### src/rtl/dss_pkg.sv
// Package for the dual stack block: operation and status codes, controller
// states, and the command/status structs that join controller and datapath.
// No dependencies.
`timescale 1ns / 1ps

package dss_pkg;

  // Operation codes of an input item
  typedef enum logic [1:0] {
    OP_PUSH = 2'd0,
    OP_POP  = 2'd1,
    OP_SHOW = 2'd2
  } op_e;

  // Status codes of a result item
  typedef enum logic [2:0] {
    STAT_DONE      = 3'd0,
    STAT_OVERFLOW  = 3'd1,
    STAT_UNDERFLOW = 3'd2,
    STAT_ELEMENT   = 3'd3,
    STAT_EMPTY     = 3'd4
  } status_e;

  // Kind of result the datapath loads into the output register
  typedef enum logic [1:0] {
    KIND_PUSH,
    KIND_POP,
    KIND_ELEM,
    KIND_EMPTY
  } kind_e;

  // Read address selection for the display walk
  typedef enum logic [1:0] {
    RD_HOLD,
    RD_NEXT,
    RD_LO_BASE,
    RD_HI_BASE
  } rd_sel_e;

  typedef enum logic [1:0] {
    ST_IDLE,
    ST_SHOW_LO,
    ST_SHOW_HI
  } state_e;

  typedef struct packed {
    logic    load;
    kind_e   kind;
    logic    which;
    logic    last;
    rd_sel_e rd_sel;
  } dss_cmd_t;

  typedef struct packed {
    logic out_free;
    logic lo_empty;
    logic hi_empty;
    logic lo_last;
    logic hi_last;
  } dss_stat_t;

endpackage

### src/rtl/dual_stack_shared_array.sv
// Top level of the dual stack block: two stacks sharing one memory.
// Instantiates dss_ctrl and dss_dpath; uses dss_pkg.
`timescale 1ns / 1ps

// Two stacks share one memory of DEPTH 32-bit entries: the lower stack grows
// up from entry 0, the upper stack down from entry DEPTH-1. A push reports
// overflow once the two stacks together fill the memory, whichever stack is
// chosen; a pop drops the top entry (no value returned) or reports underflow
// on an empty stack. A display sends every lower entry bottom to top, then
// every upper entry bottom to top, with an empty marker in place of an empty
// stack, and flags its final result with last. Push and pop each give one
// result. A display first primes the memory read port and then gives its
// results one at a time (DEPTH + 1 at most), paced by the single registered
// read port of the memory; no new item is accepted until the last result of
// a display is loaded into the output register.
// Results leave from a single output register, and an item is accepted only
// while that register is empty or being taken in the same cycle, so a result
// that waits downstream holds off the input. Unused operation codes are
// accepted and give no result. No clearing pass follows reset.

module dual_stack_shared_array
  import dss_pkg::*;
#(
  parameter int DEPTH = 32
) (
  input  logic               clk_i,
  input  logic               rst_ni,
  input  logic               in_valid_i,
  output logic               in_stall_o,
  input  logic [1:0]         operation_i,
  input  logic               stack_select_i,
  input  logic signed [31:0] push_value_i,
  output logic               out_valid_o,
  input  logic               out_stall_i,
  output logic [2:0]         status_o,
  output logic               which_stack_o,
  output logic signed [31:0] element_value_o,
  output logic               last_o
);

  dss_cmd_t  cmd;
  dss_stat_t stat;

  // Sequence item acceptance and the display walk
  dss_ctrl u_ctrl (
    .clk_i                     (clk_i),
    .rst_ni                    (rst_ni),
    .in_valid_i                (in_valid_i),
    .in_stall_o_unused_guard_i (1'b0),
    .operation_i               (operation_i),
    .stack_select_i            (stack_select_i),
    .stat_i                    (stat),
    .in_stall_o                (in_stall_o),
    .cmd_o                     (cmd)
  );

  // Hold counters, memory and the output register
  dss_dpath #(
    .DEPTH (DEPTH)
  ) u_dpath (
    .clk_i           (clk_i),
    .rst_ni          (rst_ni),
    .cmd_i           (cmd),
    .push_value_i    (push_value_i),
    .out_stall_i     (out_stall_i),
    .stat_o          (stat),
    .out_valid_o     (out_valid_o),
    .status_o        (status_o),
    .which_stack_o   (which_stack_o),
    .element_value_o (element_value_o),
    .last_o          (last_o)
  );

endmodule

### src/rtl/dss_ctrl.sv
// Controller for the dual stack block: accepts items and sequences the
// display walk. Depends on dss_pkg; drives dss_dpath through dss_cmd_t.
`timescale 1ns / 1ps

module dss_ctrl
  import dss_pkg::*;
(
  input  logic      clk_i,
  input  logic      rst_ni,
  input  logic      in_valid_i,
  input  logic      in_stall_o_unused_guard_i,
  input  logic [1:0] operation_i,
  input  logic      stack_select_i,
  input  dss_stat_t stat_i,
  output logic      in_stall_o,
  output dss_cmd_t  cmd_o
);

  state_e state_q, state_d;

  always_ff @(posedge clk_i or negedge rst_ni) begin
    if (!rst_ni) begin
      state_q <= ST_IDLE;
    end else begin
      state_q <= state_d;
    end
  end

  always_comb begin
    state_d       = state_q;
    in_stall_o    = 1'b1;
    cmd_o.load    = 1'b0;
    cmd_o.kind    = KIND_ELEM;
    cmd_o.which   = 1'b0;
    cmd_o.last    = 1'b0;
    cmd_o.rd_sel  = RD_HOLD;
    unique case (state_q)
      ST_IDLE: begin
        in_stall_o = !stat_i.out_free || in_stall_o_unused_guard_i;
        if (in_valid_i && !in_stall_o) begin
          unique case (op_e'(operation_i))
            OP_PUSH: begin
              cmd_o.load  = 1'b1;
              cmd_o.kind  = KIND_PUSH;
              cmd_o.which = stack_select_i;
              cmd_o.last  = 1'b1;
            end
            OP_POP: begin
              cmd_o.load  = 1'b1;
              cmd_o.kind  = KIND_POP;
              cmd_o.which = stack_select_i;
              cmd_o.last  = 1'b1;
            end
            OP_SHOW: begin
              cmd_o.rd_sel = RD_LO_BASE;
              state_d      = ST_SHOW_LO;
            end
            default: begin
              // drop unused codes
            end
          endcase
        end
      end
      ST_SHOW_LO: begin
        cmd_o.which = 1'b0;
        if (stat_i.out_free) begin
          cmd_o.load = 1'b1;
          if (stat_i.lo_empty) begin
            cmd_o.kind   = KIND_EMPTY;
            cmd_o.rd_sel = RD_HI_BASE;
            state_d      = ST_SHOW_HI;
          end else if (stat_i.lo_last) begin
            cmd_o.rd_sel = RD_HI_BASE;
            state_d      = ST_SHOW_HI;
          end else begin
            cmd_o.rd_sel = RD_NEXT;
          end
        end
      end
      ST_SHOW_HI: begin
        cmd_o.which = 1'b1;
        if (stat_i.out_free) begin
          cmd_o.load = 1'b1;
          if (stat_i.hi_empty) begin
            cmd_o.kind = KIND_EMPTY;
            cmd_o.last = 1'b1;
            state_d    = ST_IDLE;
          end else if (stat_i.hi_last) begin
            cmd_o.last = 1'b1;
            state_d    = ST_IDLE;
          end else begin
            cmd_o.rd_sel = RD_NEXT;
          end
        end
      end
      default: begin
        state_d = ST_IDLE;
      end
    endcase
  end

endmodule

### src/rtl/dss_dpath.sv
// Datapath for the dual stack block: stack counters, shared memory with a
// registered read port, display index and the output register. Uses dss_pkg.
`timescale 1ns / 1ps

module dss_dpath
  import dss_pkg::*;
#(
  parameter int DEPTH = 32
) (
  input  logic               clk_i,
  input  logic               rst_ni,
  input  dss_cmd_t           cmd_i,
  input  logic signed [31:0] push_value_i,
  input  logic               out_stall_i,
  output dss_stat_t          stat_o,
  output logic               out_valid_o,
  output logic [2:0]         status_o,
  output logic               which_stack_o,
  output logic signed [31:0] element_value_o,
  output logic               last_o
);

  localparam int AW = (DEPTH > 1) ? $clog2(DEPTH) : 1;
  localparam int CW = $clog2(DEPTH + 1);
  localparam logic [AW-1:0] TopAddr = AW'(DEPTH - 1);
  localparam logic [CW:0]   DepthSum = (CW + 1)'(DEPTH);

  logic [31:0]   mem_q [DEPTH];
  logic [31:0]   rdata_q;
  logic [CW-1:0] lo_cnt_q, lo_cnt_d;
  logic [CW-1:0] hi_cnt_q, hi_cnt_d;
  logic [CW-1:0] idx_q, idx_d;
  logic [CW-1:0] idx_inc;
  logic [CW-1:0] rd_idx;
  logic [AW-1:0] raddr;
  logic [AW-1:0] waddr;
  logic          full;
  logic          sel_empty;
  logic          push_ok;
  logic          out_taken;

  logic          ovalid_q;
  status_e       ostat_q, ostat_d;
  logic          owhich_q;
  logic [31:0]   oval_q, oval_d;
  logic          olast_q;

  assign full      = ({1'b0, lo_cnt_q} + {1'b0, hi_cnt_q}) >= DepthSum;
  assign sel_empty = cmd_i.which ? (hi_cnt_q == '0) : (lo_cnt_q == '0);
  assign push_ok   = cmd_i.load && (cmd_i.kind == KIND_PUSH) && !full;
  assign out_taken = ovalid_q && !out_stall_i;
  assign idx_inc   = idx_q + CW'(1);

  assign stat_o.out_free = !ovalid_q || !out_stall_i;
  assign stat_o.lo_empty = (lo_cnt_q == '0);
  assign stat_o.hi_empty = (hi_cnt_q == '0);
  assign stat_o.lo_last  = (idx_inc == lo_cnt_q);
  assign stat_o.hi_last  = (idx_inc == hi_cnt_q);

  // Read address: prefetch the entry the walk emits next
  always_comb begin
    idx_d  = idx_q;
    rd_idx = idx_q;
    case (cmd_i.rd_sel)
      RD_NEXT: begin
        idx_d  = idx_inc;
        rd_idx = idx_inc;
      end
      RD_LO_BASE, RD_HI_BASE: begin
        idx_d  = '0;
        rd_idx = '0;
      end
      default: begin
      end
    endcase
    if (cmd_i.rd_sel == RD_HI_BASE || (cmd_i.rd_sel != RD_LO_BASE && cmd_i.which)) begin
      raddr = TopAddr - rd_idx[AW-1:0];
    end else begin
      raddr = rd_idx[AW-1:0];
    end
  end

  assign waddr = cmd_i.which ? (TopAddr - hi_cnt_q[AW-1:0]) : lo_cnt_q[AW-1:0];

  always_ff @(posedge clk_i) begin
    if (push_ok) begin
      mem_q[waddr] <= push_value_i;
    end
    rdata_q <= mem_q[raddr];
  end

  // Counter updates for push and pop
  always_comb begin
    lo_cnt_d = lo_cnt_q;
    hi_cnt_d = hi_cnt_q;
    if (push_ok) begin
      if (cmd_i.which) hi_cnt_d = hi_cnt_q + CW'(1);
      else             lo_cnt_d = lo_cnt_q + CW'(1);
    end else if (cmd_i.load && cmd_i.kind == KIND_POP && !sel_empty) begin
      if (cmd_i.which) hi_cnt_d = hi_cnt_q - CW'(1);
      else             lo_cnt_d = lo_cnt_q - CW'(1);
    end
  end

  // Result payload
  always_comb begin
    oval_d = '0;
    case (cmd_i.kind)
      KIND_PUSH:  ostat_d = full ? STAT_OVERFLOW : STAT_DONE;
      KIND_POP:   ostat_d = sel_empty ? STAT_UNDERFLOW : STAT_DONE;
      KIND_ELEM: begin
        ostat_d = STAT_ELEMENT;
        oval_d  = rdata_q;
      end
      default:    ostat_d = STAT_EMPTY;
    endcase
  end

  always_ff @(posedge clk_i or negedge rst_ni) begin
    if (!rst_ni) begin
      lo_cnt_q <= '0;
      hi_cnt_q <= '0;
      idx_q    <= '0;
      ovalid_q <= 1'b0;
    end else begin
      lo_cnt_q <= lo_cnt_d;
      hi_cnt_q <= hi_cnt_d;
      idx_q    <= idx_d;
      if (cmd_i.load) begin
        ovalid_q <= 1'b1;
      end else if (out_taken) begin
        ovalid_q <= 1'b0;
      end
    end
  end

  always_ff @(posedge clk_i) begin
    if (cmd_i.load) begin
      ostat_q  <= ostat_d;
      owhich_q <= cmd_i.which;
      oval_q   <= oval_d;
      olast_q  <= cmd_i.last;
    end
  end

  assign out_valid_o     = ovalid_q;
  assign status_o        = ostat_q;
  assign which_stack_o   = owhich_q;
  assign element_value_o = oval_q;
  assign last_o          = olast_q;

  // The two stacks never hold more entries than the memory has
  a_cnt_bound: assert property (@(posedge clk_i) disable iff (!rst_ni)
    ({1'b0, lo_cnt_q} + {1'b0, hi_cnt_q}) <= DepthSum)
    else $error("stack counts exceed memory depth");

  // A pending result is never overwritten before it is taken
  a_no_overwrite: assert property (@(posedge clk_i) disable iff (!rst_ni)
    cmd_i.load && ovalid_q |-> !out_stall_i)
    else $error("output register overwritten while stalled");

  // An element is only emitted from inside the stack being walked
  a_elem_in_stack: assert property (@(posedge clk_i) disable iff (!rst_ni)
    cmd_i.load && cmd_i.kind == KIND_ELEM |->
      (cmd_i.which ? (idx_q < hi_cnt_q) : (idx_q < lo_cnt_q)))
    else $error("element read outside its stack");

endmodule

### config.mk
export PLATFORM = sky130hd
export DESIGN_NAME = dual_stack_shared_array
export DESIGN_NICKNAME = d
export VERILOG_FILES = /design/src/rtl/dss_pkg.sv /design/src/rtl/dual_stack_shared_array.sv /design/src/rtl/dss_ctrl.sv /design/src/rtl/dss_dpath.sv
export SDC_FILE = /design/constraint.sdc
export NUM_CORES = 1
export LEC_CHECK = 0
export ABC_AREA = 1
export BUFFER_PORTS_ARGS = -buffer_cell sky130_fd_sc_hd__buf_4
export CAP_MARGIN = 20
export CORE_MARGIN = 10
export CORE_UTILIZATION = 25
export CTS_CLUSTER_SIZE = 30
export DETAILED_ROUTE_END_ITERATION = 16
export PLACE_DENSITY = 0.38
export SKIP_LAST_GASP = 1
export SYNTH_ARGS = -nofsm -noshare
export SYNTH_HDL_FRONTEND = slang
export SYNTH_SLANG_ARGS = --single-unit
### constraint.sdc
create_clock -name clk_i -period 6.14 [get_ports clk_i]
set_clock_uncertainty 0.2 [all_clocks]
set_input_delay 0.921 -clock clk_i [delete_from_list [all_inputs] [get_ports clk_i]]
set_output_delay 0.921 -clock clk_i [all_outputs]
set_load 0.05 [all_outputs]
======== Yosys cells after proc, flatten, opt, wreduce, memory -nomap -nowiden ========
Memory sizes are Yosys's and may differ from the RTL's. A register that Yosys moved wholly into a read port is not among the register bits.
Index checks and enable logic that the tools add are counted.
word-level totals
  flip-flop bits (word level) ............. 58
  RAM bits ................................ 1,024
  logic and storage cells ................. 112
  memories kept ........................... 1
cells by class
  add/subtract/negate cells ............... 8
  magnitude comparators ................... 1
  equal/unequal tests ..................... 18
  muxes and demuxes ....................... 47
  bitwise logic cells ..................... 1
  reductions and logical operators ........ 26
memory list
  memory         words  width  rd ports  clocked after Yosys merged registers in  write ports  line             RTL
  u_dpath.mem_q  32     32     1         1                                        1            dss_dpath.sv:28  logic [31:0] mem_q [DEPTH];
operator list
  operator                                                count
  two-way mux 6 bit                                       8
  two-way mux 2 bit                                       14
  adder 6 x 1 -> 6 bit (second input constant)            3
  equality test 6 bit                                     2
  zero test 6 bit                                         2
  two-way mux 1 bit                                       12
  case mux 2 bit (3 select lines)                         2
  case mux 4 bit (3 select lines)                         1
  case mux 6 bit (2 select lines)                         1
  subtractor 6 x 1 -> 6 bit (second input constant)       2
  equality test 2 bit (second input constant)             5
  two-way mux 5 bit                                       2
  case mux 5 bit (2 select lines)                         1
  subtractor 5 bit (first input constant)                 2
  two-way mux 3 bit                                       3
  case mux 3 bit (3 select lines)                         1
  equality test 2 x 1 -> 1 bit (second input constant)    4
  adder 6 x 6 -> 7 bit                                    1
  >= comparator 7 x 6 -> 1 bit (second input constant)    1
  logical AND 1 bit                                       7
  two-way mux 7 bit                                       1
  zero test 2 bit                                         3
  inequality test 2 x 1 -> 1 bit (second input constant)  3
  inequality test 3 bit (second input constant)           2
  9 further kinds                                         18

======== Logic depth before layout (Yosys ltp) ========
  depth after elaboration ................. 11
  depth in mapped cells ................... 28

======== By module ========
Synthesis repeated with hierarchy kept, for this count alone.
unflattened totals
  cell total of the unflattened synthesis .. 4,781
  area total of the unflattened synthesis .. 49,019.5 um^2
by module, submodules not included
  module                   times used  cells each  area each (um^2)
  dss_dpath                1           4,724       48,626.6
  dss_ctrl                 1           56          389.1
  dual_stack_shared_array  1           1           3.8

======== Worst setup path before layout ========
No wires, ideal clock.
  path type ............................... input port to flip-flop
  start point ............................. in out_stall_i
  end point ............................... mem u_dpath.mem_q[11][0], enable pin
  arrival time ............................ 4.885 ns
  data required time ...................... 5.519 ns
  slack ................................... 0.633 ns
  cell stages on the path ................. 11
  buffers on the path ..................... 0
  cell sequence ........................... nand2_1 -> nand2_1 -> nor3_1 -> inv_1 -> nand2_1 -> nand2_1 -> inv_1 -> nand4_1 -> inv_1 -> nand3_1 -> nor2_1
RTL lines
  element          line                           RTL
  start, declared  dual_stack_shared_array.sv:34  input logic out_stall_i,
  end, declared    dss_dpath.sv:28

======== Worst setup path after layout ========
  start point ............................. reg u_dpath.idx_q[0]
  end point ............................... reg u_dpath.rdata_q[13] (read register of u_dpath.mem_q)
between the ends
  cells in the longest elaborated chain, start to end .. 11
ends and longest elaborated chain
  element                                                 line                              RTL
  start, declared                                         dss_dpath.sv:32                   logic [CW-1:0] idx_q, idx_d;
  start signal, assigned                                  dss_dpath.sv:128                  idx_q <= idx_d;
  adder 6 x 1 -> 6 bit                                    dss_dpath.sv:52                   assign idx_inc = idx_q + CW'(1);
  equality test 6 bit (on tied branches)                  dss_dpath.sv:58, dss_dpath.sv:57
  two-way mux 1 bit or two-way mux 2 bit (tied branches)  dss_ctrl.sv:88, dss_ctrl.sv:72
  two-way mux 2 bit (on tied branches)                    dss_ctrl.sv:84, dss_ctrl.sv:68
  two-way mux 3 bit or two-way mux 2 bit (tied branches)  dss_ctrl.sv:82, dss_ctrl.sv:66
  case mux 2 bit (3 select lines)                         dss_ctrl.sv:37                    unique case (state_q)
  equality test 2 bit (on tied branches)                  dss_dpath.sv:64, dss_dpath.sv:76
  OR reduction 2 bit                                      dss_dpath.sv:64                   case (cmd_i.rd_sel)
  case mux 6 bit (2 select lines)                         dss_dpath.sv:64
  subtractor 5 bit                                        dss_dpath.sv:77                   raddr = TopAddr - rd_idx[AW-1:0];
  two-way mux 5 bit *                                     dss_dpath.sv:76                   if (cmd_i.rd_sel == RD_HI_BASE || (cmd_i.rd_sel != RD_LO_BASE && cmd_i.which)) begin
  end, declared                                           dss_dpath.sv:29                   logic [31:0] rdata_q;
Mark *: on every way between the ends. The rest lies on a longest branch, timed or not.
A chain may end at the register's enable or synchronous reset.

==> impl_metrics.tcl <==
set metrics [dict create \
    design_area_um2 57500 \
    antenna_found_initial 9 \
    synth.top_cell.area_share 0.647 \
    synth_most_common_cell "nand2_1" \
    numCtsBuffers 133 \
    gr-total-overflow 0 \
    die-width_um 464 \
    insertion_delay_ns 0.79 \
    tns_ns 0 \
    path_max_fanout 78 \
    synth_top_cell_by_area "edfxtp_1" \
    via_per_inst 4.26 \
    area_delta_synth_final_pct 16.8 \
    final-setup-viol-count 0 \
    ys_async_sr_fraction 0.0189 \
    synth_edf_count 1061 \
    post-place-ws_ns 1.22 \
    period_needed_ns 4.69 \
    grt_setup_unrepaired "no" \
    start_util 0.252 \
    max_cap_violations 0 \
    tightest_slew_ns 0.967 \
    cts_tree "done" \
    required_ns 6.64 \
    dpl_cell_area_um2 53400 \
    cts.sink_count 1114 \
    dp_cells 7419 \
    setup_ws_ns 1.45 \
    die-area_um2 215000 \
    hold_viol 0 \
    finalNonFillerCells 7666 \
    syn_inst 4852 \
    grt_max_degree 117 \
    row_count 162 \
    first_pass_iters 5 \
    layout.nets 4993 \
    coreArea_um2 195000 \
    slew_headroom 0.354 \
    min_path_type "in2reg" \
    clkSlewWorstSetupHoldPaths_ns 0.06 \
    drive_above_1_share 0.0796 \
    track_usage 0.147 \
    ys_warn_count 0 \
    cts_root_buf "clkbuf_16" \
    place_congestion 0.760 \
    ys_ff_latch 1114 \
    worstSetupEndpointType "register" \
    syn_area_per_cell_um2 10.1 \
    crit_path_top_delay_cell "dfrtp_1" \
    cts.path.max_buffers 3 \
    slew_violations 0 \
    portBuffers 77 \
    dp_hpwl_um 86900 \
    crit_type "reg2reg" \
    fillers 20381 \
    syn_area_um2 49200 \
    ys_top_cells_by_count "nand2_1 (1182), inv_1 (1101), edfxtp_1 (1061)" \
    drtIter0Drc 2218 \
    post_cts_buffers 0 \
    max_freq_ghz 0.213 \
    synthTopCellsByArea "edfxtp_1 (65%), nand3_1 (10%), nand2_1 (9.0%)" \
    wl_per_cell_um 21.1 \
    synth_flop_cell "edfxtp_1" \
    synth_cell_types 34 \
    cp_common_cell "nand2_1" \
    arrival_ns 5.18 \
    htreeDepth 4 \
    startpoint_type "register" \
    ys_seq_area_frac 0.671 \
    drcViolationCount 0 \
    cpPeakStageDelay_ns 0.53 \
    fp.dieH_um 464 \
    grt_pass1_vias 31656 \
    grt_pass1_wl_um 233000 \
    ios 78 \
    vias 32652 \
    detail-route-antenna-nets 0 \
    post-route-period-util 0.763 \
    status "finished, final reports clean" \
    synthesis.nets 4914 \
    finalWirelength_um 161000 \
]
metrics by stage:
step / util / hold slack, ns
2_1_floorplan: - / 0.303
3_3_place_gp: 0.273 / 0.329
3_5_place_dp: 0.273 / 0.322
4_1_cts: 0.294 / 0.230
5_1_grt: 0.294 / 0.284
6_report: 0.294 / 0.293
area by class of cell:
| cell class | count | area, um2 | share of cell area |
|---|---|---|---|
| timing repair buffer | 173 | 1850 | 0.0322 |
| tap | 2624 | 3280 | 0.0571 |
| antenna | 5 | 12.5 | 0.000218 |
| sequential | 1114 | 33000 | 0.575 |
| clock buffer | 194 | 3680 | 0.0641 |
| multi-input combinational | 2404 | 11100 | 0.193 |
| inverter | 1105 | 4160 | 0.0723 |
| clock inverter | 47 | 374 | 0.00651 |
cells in the final DEF, fill, tap and decap left out, types with 4 or more instances in the layout:
cell and n:
dfrtp_1 21, inv_2 4, clkbuf_1 53, xor2_1 9
ha_1 20, buf_12 44, clkbuf_16 137, diode_2 5
inv_1 1099, dfxtp_1 32, edfxtp_1 1061, nand2_2 5
nand2_4 6, a21oi_1 13, nor2_4 32, nor2_1 59
inv_6 7, clkinv_1 21, clkinv_2 10, nand4_1 4
o21ai_0 21, buf_4 128, clkbuf_8 4, nand3_1 1026
nand2_1 1178
critical path: cells and delay by family, from the launching register on:
kind                     cells  cell delay, ns
AND/OR/NAND/NOR             22            2.56
buffers and inverters        3            0.91
flip-flops                   1            0.53
adder cells (fa/ha/maj)      1            0.28
cell families after synthesis:
family          count (synthesis)  synth area share
flops                        1114             0.671
buf+inv                      1334             0.110
simple gates                 2325             0.205
compound gates                 43           0.00463
xor+xnor                       13           0.00231
fa+ha+maj                      23           0.00631
worst paths after layout:
kind | slack (ns) | from | cells after the start | to
worst max-delay path | 1.45 | u_dpath.idx_q[0] | 26 | u_dpath.rdata_q[13]
worst min-delay path | 0.29 | out_stall_i | 3 | u_dpath.out_valid_o
worst max register to register | 1.45 | u_dpath.idx_q[0] | 26 | u_dpath.rdata_q[13]
worst min register to register | 0.33 | u_dpath.rdata_q[2] | 2 | u_dpath.element_value_o[2]
max in group asynchronous | 5.08 | rst_ni | 2 | u_dpath.out_valid_o
min in group asynchronous | 0.42 | rst_ni | 2 | u_dpath.hi_cnt_q[4]
sequential cells by signal, summed over array words and instances (netlist names):
signal / cells
u_dpath.which_stack_o: 1
u_dpath.status_o: 3
u_dpath.out_valid_o: 1
u_dpath.last_o: 1
u_dpath.element_value_o: 32
u_dpath.hi_cnt_q: 6
u_dpath.mem_q: 1024
u_dpath.rdata_q: 32
u_dpath.idx_q: 6
u_ctrl.state_q: 2
u_dpath.lo_cnt_q: 6
routing by layer:
metal / share of wire / wire length [um] / track usage
met3: 0.041 / 6580 / 0.0257
met1: 0.46 / 73900 / 0.195
met5: 0.00027 / 43 / 0
met2: 0.47 / 76400 / 0.243
met4: 0.028 / 4470 / 0.0453
what timing repair did:
action / 4_1_cts / 5_1_grt
hold endpoints to repair: 21 / 0
hold buffers: 1 / 0
gates resized for setup: 0 / 0
endpoints found under the setup margin: 0 / 0
Power is not shown: default switching activity piles up to over one toggle a cycle in this logic, so the estimate is an artifact.
